--- config.mk ---
export PLATFORM = sky130hd
export DESIGN_NAME = eat_cordic_chain
export DESIGN_NICKNAME = d
export VERILOG_FILES = /design/src/hdl/eat_pkg.sv /design/src/hdl/eat_cordic_cell.sv /design/src/hdl/eat_cordic_chain.sv
export SDC_FILE = /design/constraint.sdc
export NUM_CORES = 2
export LEC_CHECK = 0
export BUFFER_PORTS_ARGS = -buffer_cell sky130_fd_sc_hd__clkbuf_2
export CAP_MARGIN = 20
export CORE_MARGIN = 2
export CORE_UTILIZATION = 31
export DETAILED_ROUTE_END_ITERATION = 16
export GPL_TIMING_DRIVEN = 0
export PLACE_DENSITY = 0.51
export SLEW_MARGIN = 20
export SYNTH_ARGS = -nofsm -noshare
export SYNTH_HDL_FRONTEND = slang
export SYNTH_SLANG_ARGS = --single-unit
--- constraint.sdc ---
create_clock -name clk_i -period 7.07 [get_ports clk_i]
set_input_delay 1.0605 -clock clk_i [delete_from_list [all_inputs] [get_ports clk_i]]
set_output_delay 1.0605 -clock clk_i [all_outputs]
set_load 0.05 [all_outputs]
--- src/hdl/eat_pkg.sv ---
// ----------------------------------------------------------------------------
// eat_pkg
// Shared types, constants and the arctangent table for the elliptical arc
// tessellator.
// ----------------------------------------------------------------------------
package eat_pkg;

  localparam int SEGMENTS_PER_TURN = 48;
  localparam int ROTATION_STEPS_DEF = 16;
  localparam int ATAN_ENTRIES = 24;

  localparam int MAX_STEPS = 62;
  localparam int STEPS_W = 6;
  localparam int MAG_W = 21;
  localparam int ANGLE_W = 22;
  localparam int ACC_W = 42;
  localparam int ROT_W = 33;     // cordic x, y, z in Q30
  localparam int TRIG_W = 27;    // sine/cosine in Q24
  localparam int SCALE_W = 34;   // direction times radius, Q16

  localparam logic signed [35:0] TWO_PI_Q30 = 36'sd6746518852;
  localparam logic signed [35:0] PI_Q30 = 36'sd3373259426;
  localparam logic signed [35:0] HALF_PI_Q30 = 36'sd1686629713;
  localparam logic signed [ROT_W-1:0] CORDIC_GAIN_Q30 = 33'sd652032874;

  typedef enum logic [1:0] {
    ST_IDLE,
    ST_STEPS,
    ST_DIV,
    ST_RUN
  } eat_state_e;

  // one cordic stage's worth of data
  typedef struct packed {
    logic                    valid;
    logic                    neg;
    logic signed [ROT_W-1:0] x;
    logic signed [ROT_W-1:0] y;
    logic signed [ROT_W-1:0] z;
  } eat_rot_t;

  function automatic logic [31:0] atan_q30(input int idx);
    logic [31:0] v;
    case (idx)
      0:  v = 32'd843314857;
      1:  v = 32'd497837829;
      2:  v = 32'd263043837;
      3:  v = 32'd133525159;
      4:  v = 32'd67021687;
      5:  v = 32'd33543516;
      6:  v = 32'd16775851;
      7:  v = 32'd8388437;
      8:  v = 32'd4194283;
      9:  v = 32'd2097149;
      10: v = 32'd1048576;
      11: v = 32'd524288;
      12: v = 32'd262144;
      13: v = 32'd131072;
      14: v = 32'd65536;
      15: v = 32'd32768;
      16: v = 32'd16384;
      17: v = 32'd8192;
      18: v = 32'd4096;
      19: v = 32'd2048;
      20: v = 32'd1024;
      21: v = 32'd512;
      22: v = 32'd256;
      23: v = 32'd128;
      default: v = 32'd0;
    endcase
    return v;
  endfunction

endpackage

--- src/hdl/eat_cordic_cell.sv ---
// ----------------------------------------------------------------------------
// eat_cordic_cell
// One rotation-mode cordic iteration, registered, handing x/y/z on.
// ----------------------------------------------------------------------------
module eat_cordic_cell import eat_pkg::*; #(
  parameter int IDX = 0
) (
  input  logic     clk_i,
  input  logic     rst_ni,
  input  eat_rot_t rot_i,
  output eat_rot_t rot_o
);

  localparam logic signed [ROT_W-1:0] ATAN = ROT_W'(atan_q30(IDX));

  logic signed [ROT_W-1:0] xs, ys;
  eat_rot_t rot_d, rot_q;

  assign xs = rot_i.x >>> IDX;
  assign ys = rot_i.y >>> IDX;

  always_comb begin
    rot_d = rot_i;
    if (!rot_i.z[ROT_W-1]) begin
      rot_d.x = rot_i.x - ys;
      rot_d.y = rot_i.y + xs;
      rot_d.z = rot_i.z - ATAN;
    end else begin
      rot_d.x = rot_i.x + ys;
      rot_d.y = rot_i.y - xs;
      rot_d.z = rot_i.z + ATAN;
    end
  end

  always_ff @(posedge clk_i or negedge rst_ni) begin
    if (!rst_ni) begin
      rot_q <= '0;
    end else begin
      rot_q <= rot_d;
    end
  end

  assign rot_o = rot_q;

endmodule

--- src/hdl/eat_cordic_chain.sv ---
// ----------------------------------------------------------------------------
// eat_cordic_chain
// Angle reduction into +-pi/2, a row of cordic cells, and Q24 rounding.
// ----------------------------------------------------------------------------
module eat_cordic_chain import eat_pkg::*; #(
  parameter int ROTATION_STEPS = ROTATION_STEPS_DEF
) (
  input  logic                     clk_i,
  input  logic                     rst_ni,
  input  logic                     valid_i,
  input  logic signed [ANGLE_W-1:0] angle_i,
  output logic                     valid_o,
  output logic signed [TRIG_W-1:0] cos_o,
  output logic signed [TRIG_W-1:0] sin_o
);

  eat_rot_t rot [0:ROTATION_STEPS];
  eat_rot_t front_q;

  logic signed [35:0] z_full, z_wrap, z_fold;
  logic               fold;

  always_comb begin
    z_full = {angle_i, 14'b0};
    if (z_full > PI_Q30) begin
      z_wrap = z_full - TWO_PI_Q30;
    end else if (z_full <= -PI_Q30) begin
      z_wrap = z_full + TWO_PI_Q30;
    end else begin
      z_wrap = z_full;
    end
    fold = 1'b1;
    if (z_wrap > HALF_PI_Q30) begin
      z_fold = z_wrap - PI_Q30;
    end else if (z_wrap < -HALF_PI_Q30) begin
      z_fold = z_wrap + PI_Q30;
    end else begin
      z_fold = z_wrap;
      fold   = 1'b0;
    end
  end

  always_ff @(posedge clk_i or negedge rst_ni) begin
    if (!rst_ni) begin
      front_q <= '0;
    end else begin
      front_q.valid <= valid_i;
      front_q.neg   <= fold;
      front_q.x     <= CORDIC_GAIN_Q30;
      front_q.y     <= '0;
      front_q.z     <= ROT_W'(z_fold);
    end
  end

  assign rot[0] = front_q;

  for (genvar g = 0; g < ROTATION_STEPS; g++) begin : g_cell
    eat_cordic_cell #(.IDX(g)) u_cell (
      .clk_i (clk_i),
      .rst_ni(rst_ni),
      .rot_i (rot[g]),
      .rot_o (rot[g+1])
    );
  end

  // undo the fold and round Q30 to Q24, half up
  eat_rot_t                last;
  logic signed [ROT_W:0]   c_s, s_s;
  logic                    valid_q;
  logic signed [TRIG_W-1:0] cos_q, sin_q;

  assign last = rot[ROTATION_STEPS];

  always_comb begin
    c_s = last.neg ? -(ROT_W+1)'(last.x) : (ROT_W+1)'(last.x);
    s_s = last.neg ? -(ROT_W+1)'(last.y) : (ROT_W+1)'(last.y);
  end

  always_ff @(posedge clk_i or negedge rst_ni) begin
    if (!rst_ni) begin
      valid_q <= 1'b0;
    end else begin
      valid_q <= last.valid;
    end
  end

  always_ff @(posedge clk_i) begin
    cos_q <= TRIG_W'((c_s + 34'sd32) >>> 6);
    sin_q <= TRIG_W'((s_s + 34'sd32) >>> 6);
  end

  assign valid_o = valid_q;
  assign cos_o   = cos_q;
  assign sin_o   = sin_q;

endmodule
# Yosys cells after proc, flatten, opt, wreduce, memory -nomap -nowiden
# Index checks and enable logic that the tools add are counted.
[classes] addsub=101 n_lt_le_gt_ge=4 mux=24
[ops] cell="$mux 99" n=15
[ops] cell="$mux 33" n=4
[ops] cell="$add 33x30->33" n=3
[ops] cell="$sub 33x30->33" n=3
[ops] cell="$mux 36" n=2
[ops] cell="$add 33x18->33" n=2
[ops] cell="$add 33x19->33" n=2
[ops] cell="$add 33x20->33" n=2
[ops] cell="$add 33x21->33" n=2
[ops] cell="$add 33x22->33" n=2
[ops] cell="$add 33x22->33 const B" n=2
[ops] cell="$add 33x23->33" n=2
[ops] cell="$add 33x24->33" n=2
[ops] cell="$add 33x25->33" n=2
[ops] cell="$add 33x26->33" n=2
[ops] cell="$add 33x27->33" n=2
[ops] cell="$add 33x28->33" n=2
[ops] cell="$add 33x29->33" n=2
[ops] cell="$add 33x31->33" n=2
[ops] cell="$add 33x7->33 const B" n=2
[ops] cell="$mux 66" n=1
[ops] cell="$neg 33->33" n=2
[ops] cell="$sub 33x18->33" n=2
[ops] cell="$sub 33x19->33" n=2
[ops] cell="other kinds (52)" n=65
[totals] register_bits=1671 output_inout_bits=55 wordCells=215

# Longest topological paths before layout
[logic_depth] depth_word=6 ltp_mapped=21 ltp_nobuf=21

# Cells and area by module
# Synthesis repeated with hierarchy kept, for this count alone.
[unflattened] hier_cells=16034 area_unflattened_um2=141214.2
[modules_own_cells] mod="eat_cordic_cell at g_cell[0].u_cell" instances=1 cells_per_inst=1174 area_per_inst_um2=9628.0
[modules_own_cells] mod="eat_cordic_cell at g_cell[3].u_cell" instances=1 cells_per_inst=1068 area_per_inst_um2=9176.3
[modules_own_cells] mod="eat_cordic_cell at g_cell[1].u_cell" instances=1 cells_per_inst=1070 area_per_inst_um2=9017.4
[modules_own_cells] mod="eat_cordic_cell at g_cell[8].u_cell" instances=1 cells_per_inst=1033 area_per_inst_um2=8927.3
[modules_own_cells] mod="eat_cordic_cell at g_cell[5].u_cell" instances=1 cells_per_inst=1032 area_per_inst_um2=8893.5
[modules_own_cells] mod="eat_cordic_cell at g_cell[7].u_cell" instances=1 cells_per_inst=1001 area_per_inst_um2=8852.2
[modules_own_cells] mod="eat_cordic_cell at g_cell[4].u_cell" instances=1 cells_per_inst=1018 area_per_inst_um2=8841.0
[modules_own_cells] mod="eat_cordic_cell at g_cell[6].u_cell" instances=1 cells_per_inst=947 area_per_inst_um2=8543.2
[modules_own_cells] mod="eat_cordic_cell at g_cell[2].u_cell" instances=1 cells_per_inst=944 area_per_inst_um2=8443.1
[modules_own_cells] mod="eat_cordic_cell at g_cell[9].u_cell" instances=1 cells_per_inst=902 area_per_inst_um2=8221.6
[modules_own_cells] mod="eat_cordic_cell at g_cell[14].u_cell" instances=1 cells_per_inst=881 area_per_inst_um2=7968.9
[modules_own_cells] mod="eat_cordic_cell at g_cell[13].u_cell" instances=1 cells_per_inst=871 area_per_inst_um2=7941.4
[modules_own_cells] mod="eat_cordic_cell at g_cell[15].u_cell" instances=1 cells_per_inst=833 area_per_inst_um2=7686.1
[modules_own_cells] mod="eat_cordic_cell at g_cell[12].u_cell" instances=1 cells_per_inst=821 area_per_inst_um2=7598.5
[modules_own_cells] mod="3 more rows"

# Worst setup path after synthesis
# No wires, ideal clock.
[synth_path] kind="reg2reg" startpoint="register g_cell[8].u_cell.rot_q, in the netlist g_cell[8].u_cell.rot_o[32]" endpoint="register g_cell[9].u_cell.rot_q, in the netlist g_cell[9].u_cell.rot_o[64]" setup_time_ps=131 t_arrival_ps=4477 t_required_ps=6939 setup_slack_ps=2462 path_stages_with_launch=17 cell_sequence="dfrtp_1 clkbuf_1 clkbuf_1 buf_1 mux2i_1 ha_1 nor2b_1 o2111ai_1 a31oi_1 o311a_1 a21o_1 a221oi_1 o21ai_0 a2111oi_0 o21bai_1 o21ai_0 xor2_1"
[synth_lines] item="start, declared" line_no="eat_cordic_cell.sv:17" text="eat_rot_t rot_d, rot_q;"
[synth_lines] item="start signal, assigned" line_no="eat_cordic_cell.sv:39" text="rot_q <= rot_d;"
[synth_lines] item="end signal, assigned" line_no="eat_cordic_cell.sv:39"
[synth_lines] item="end, declared" line_no="eat_cordic_cell.sv:17"

==> flow_summary_export.csv <==
group,metric,value,unit
critical_path,worst_ep_required_time,7.80,ns
die,ioPinCount,80,
layout,fin_nets,14608,
synthesis,ys_seq_area_frac,0.319,
cts,clockRootBuffer,"clkbuf_16",
timing,drv_slew,0,
critical_path,path_max_fanout,20,
critical_path,classification_of_the_worst_setup_path,"flip-flop to flip-flop",
die,floorplan.rows,224,
drt,detail_route.vias_per_cell,5.10,
layout,fillCellCount,38637,
layout,area_grow_syn2layout,11.8,%
drt,postRouteAntennaNets,0,
grt,grt.busiest_layer,"met2",
cts,clock_path_buffers,4,
grt,grt_first_pass_wirelength,512000,um
grt,met3_usage,0.0145,
grt,first_global_vias,92119,
run_status,outcome,"finished clean",
cts,clkLatencyLatePin,0.87,ns
timing,timing.final.hold_violations,0,
grt,grt.total_usage,0.165,
timing,setup_viol,0,
cts,tritoncts,"built",
timing,timing.slew.headroom,0.237,
timing,final.setup_skew,0.0738,ns
place,hpwl,257000,um
cts,cts_num_sinks,1490,
drt,detail_route.drc_violations,0,
timing,fmaxAchievable,156,MHz
drt,dr_total_vias,93493,
place,routabilityCongestion,0.863,
drt,first_pass_iters,8,
cts,hold_buffers,0,
drt,wl_per_cell,17.3,um
grt,grt_overflow,0,
worst_hold_path,min-delay-path-class,"primary input to async pin",
grt,grt_use_met2,0.290,
synthesis,yosys_most_used_dff,"dfrtp_1",
job,cap_viol_max_count,0,
die,core_area,372000,um2
synthesis,synthesis.yosys.warnings,0,
synthesis,synth_nets,14330,
die,die_height,616,um
die,floorplan.die.width,616,um
grt,grt_util_met1,0.216,
critical_path,start_kind,"flip-flop",
synthesis,synth_enable_flop_cells,0,
timing,period_share,0.909,
die,initial_core_utilization,0.311,
synthesis,async_flop_share,0.964,
synthesis,yosys.cell_types.count,109,
drt,drt_iter0_drc,5643,
synthesis,synthesis.area,116000,um2
timing,timing.final.crit_period,6.42,ns
synthesis,synthesis.instances,12938,
place,portBuffers,72,
critical_path,endpoint_class_of_the_critical_path,"flip-flop",
grt,grt_max_degree,94,
synthesis,ys_seq_elements,1490,
timing,worst-slew-pin-transition,1.14,ns
timing,tns,0,ns
cts,cts-buffers-inserted,182,
cts,worst_setup_hold_path_clk_slew,0.06,ns
cts,htree_levels,4,
critical_path,worst_ep_arrival_time,7.16,ns
drt,wirelength,318000,um
grt,antenna_violations_before_repair,4,
synthesis,syn-mean-instance-area,8.96,um2
die,fp.dieArea,379000,um2
timing,unrepaired_setup_endpoints_after_global_routing,"no",
layout,post_route_cells_drive_above_1_share,0.0460,
[stage by stage]
| stage | area (um2) | cells | hold slack (ns) | setup WS [ns] | utilization |
|---|---|---|---|---|---|
| 2_1_floorplan | 116000 | 12938 | 0.331 | 2.46 | - |
| 3_3_place_gp | 123000 | 17982 | 0.332 | -30.55 | 0.329 |
| 3_5_place_dp | 123000 | 18003 | 0.335 | 0.274 | 0.331 |
| 4_1_cts | 130000 | 18333 | 0.153 | 0.221 | 0.348 |
| 5_1_grt | 130000 | 18335 | 0.223 | 0.0797 | 0.348 |
| 6_report | 130000 | 18337 | 0.216 | 0.647 | 0.348 |
[final cells by class]
type                            instances  area, um2  share of cell area
Tap cell                             4972       6220              0.0480
Timing Repair Buffer                   94        931             0.00718
Buffer                                226        972             0.00750
Antenna cell                            3       7.51           0.0000579
Clock buffer                          243       5160              0.0398
Clock inverter                         87       1290             0.00997
Sequential cell                      1490      37000               0.286
Multi-Input combinational cell      10668      75900               0.586
Inverter                              554       2090              0.0161
[final timing paths]
kind                                             startpoint                           to  slack, ns  depth (start not counted)
worst min register to register  g_cell[11].u_cell.rot_o[16]  g_cell[12].u_cell.rot_o[16]       0.34                          0
worst max-delay path             g_cell[8].u_cell.rot_o[32]   g_cell[9].u_cell.rot_o[64]       0.65                         16
worst min-delay path                                 rst_ni  g_cell[15].u_cell.rot_o[67]       0.22                          1
min in group clk_i                                  valid_i                 front_q[100]       0.30                          1
max in group asynchronous                            rst_ni                  front_q[23]       4.55                          6
worst max register to register   g_cell[8].u_cell.rot_o[32]   g_cell[9].u_cell.rot_o[64]       0.65                         16
[synthesized netlist by cell type (226+ instances only)]
library cell / instances / area (um2)
xnor2_1: 1221 / 10700
nand3_1: 272 / 1360
ha_1: 1326 / 16600
nor2_1: 1155 / 4340
dfrtp_1: 1436 / 35900
o21a_1: 226 / 1700
xor2_1: 616 / 5400
nand2_1: 690 / 2590
nor3_1: 349 / 1750
a21o_1: 480 / 3600
o21ai_0: 623 / 3120
inv_1: 547 / 2050
a21oi_1: 1405 / 7030
[sequential cells by signal, summed over array words and instances (netlist names)]
register,count
cos_o,27
sin_o,27
g_cell.u_cell.rot_o,1407
valid_o,1
front_q,28
[cell families after synthesis]
kind of cell / after synthesis / synth area share
xor gates and xnor gates: 1839 / 0.139
DFF: 1490 / 0.319
muxes: 108 / 0.00981
AOI/OAI and AO/OA: 3783 / 0.205
buffers and inverters: 780 / 0.0262
and+or+nand+nor: 3567 / 0.150
adders and majority gates: 1370 / 0.150
other: 1 / 0.0000323
[layout by cell type, fill, tap and decap left out, types with 45 or more instances in the layout]
| master | count |
|---|---|
| nand3_1 | 272 |
| o21ai_0 | 623 |
| nor3_1 | 349 |
| mux2i_1 | 63 |
| a21o_1 | 480 |
| clkbuf_1 | 187 |
| o21bai_1 | 146 |
| a211oi_1 | 108 |
| nand2_1 | 690 |
| nand4_1 | 97 |
| a2111oi_0 | 45 |
| mux2_2 | 45 |
| and3_1 | 109 |
| ha_1 | 1326 |
| o21a_1 | 226 |
| or2_2 | 47 |
| dfrtp_1 | 1435 |
| or3_1 | 78 |
| nor3b_1 | 59 |
| nor2_1 | 1155 |
| clkbuf_16 | 185 |
| a21boi_0 | 52 |
| nand2b_1 | 176 |
| nor2b_1 | 212 |
| nor4_1 | 85 |
| and2_1 | 98 |
| dfxtp_1 | 54 |
| xor2_1 | 616 |
| a31oi_1 | 159 |
| a21oi_1 | 1405 |
| inv_1 | 546 |
| o211ai_1 | 81 |
| or4_1 | 45 |
| clkbuf_2 | 74 |
| xnor2_1 | 1221 |
[worst max-delay path, cell delays in order (launching register included)]
cell and delay (ns):
dfrtp_1 0.93, clkbuf_1 0.57, clkbuf_1 0.51, buf_1 0.49, mux2i_1 0.53, ha_1 0.32
nor2b_1 0.14, o2111ai_1 0.33, a31oi_1 0.18, o311a_1 0.39, a21o_1 0.24, a221oi_1 0.39
o21ai_0 0.23, a2111oi_0 0.55, o21bai_1 0.23, o21ai_0 0.13, xor2_1 0.16
[repair_timing]
action	CTS	global route
endpoints found under the setup margin	0	7
endpoints found under the hold margin	0	0
resized for setup	0	7
setup buffers	0	1
[routing by layer]
metal  share of wire  wire, um
met1            0.46    146000
met2            0.49    155000
met3           0.032     10100
met4           0.022      7010
met5        0.000041        13
Power is not shown: default switching activity piles up to over one toggle a cycle in this logic, so the estimate is an artifact.
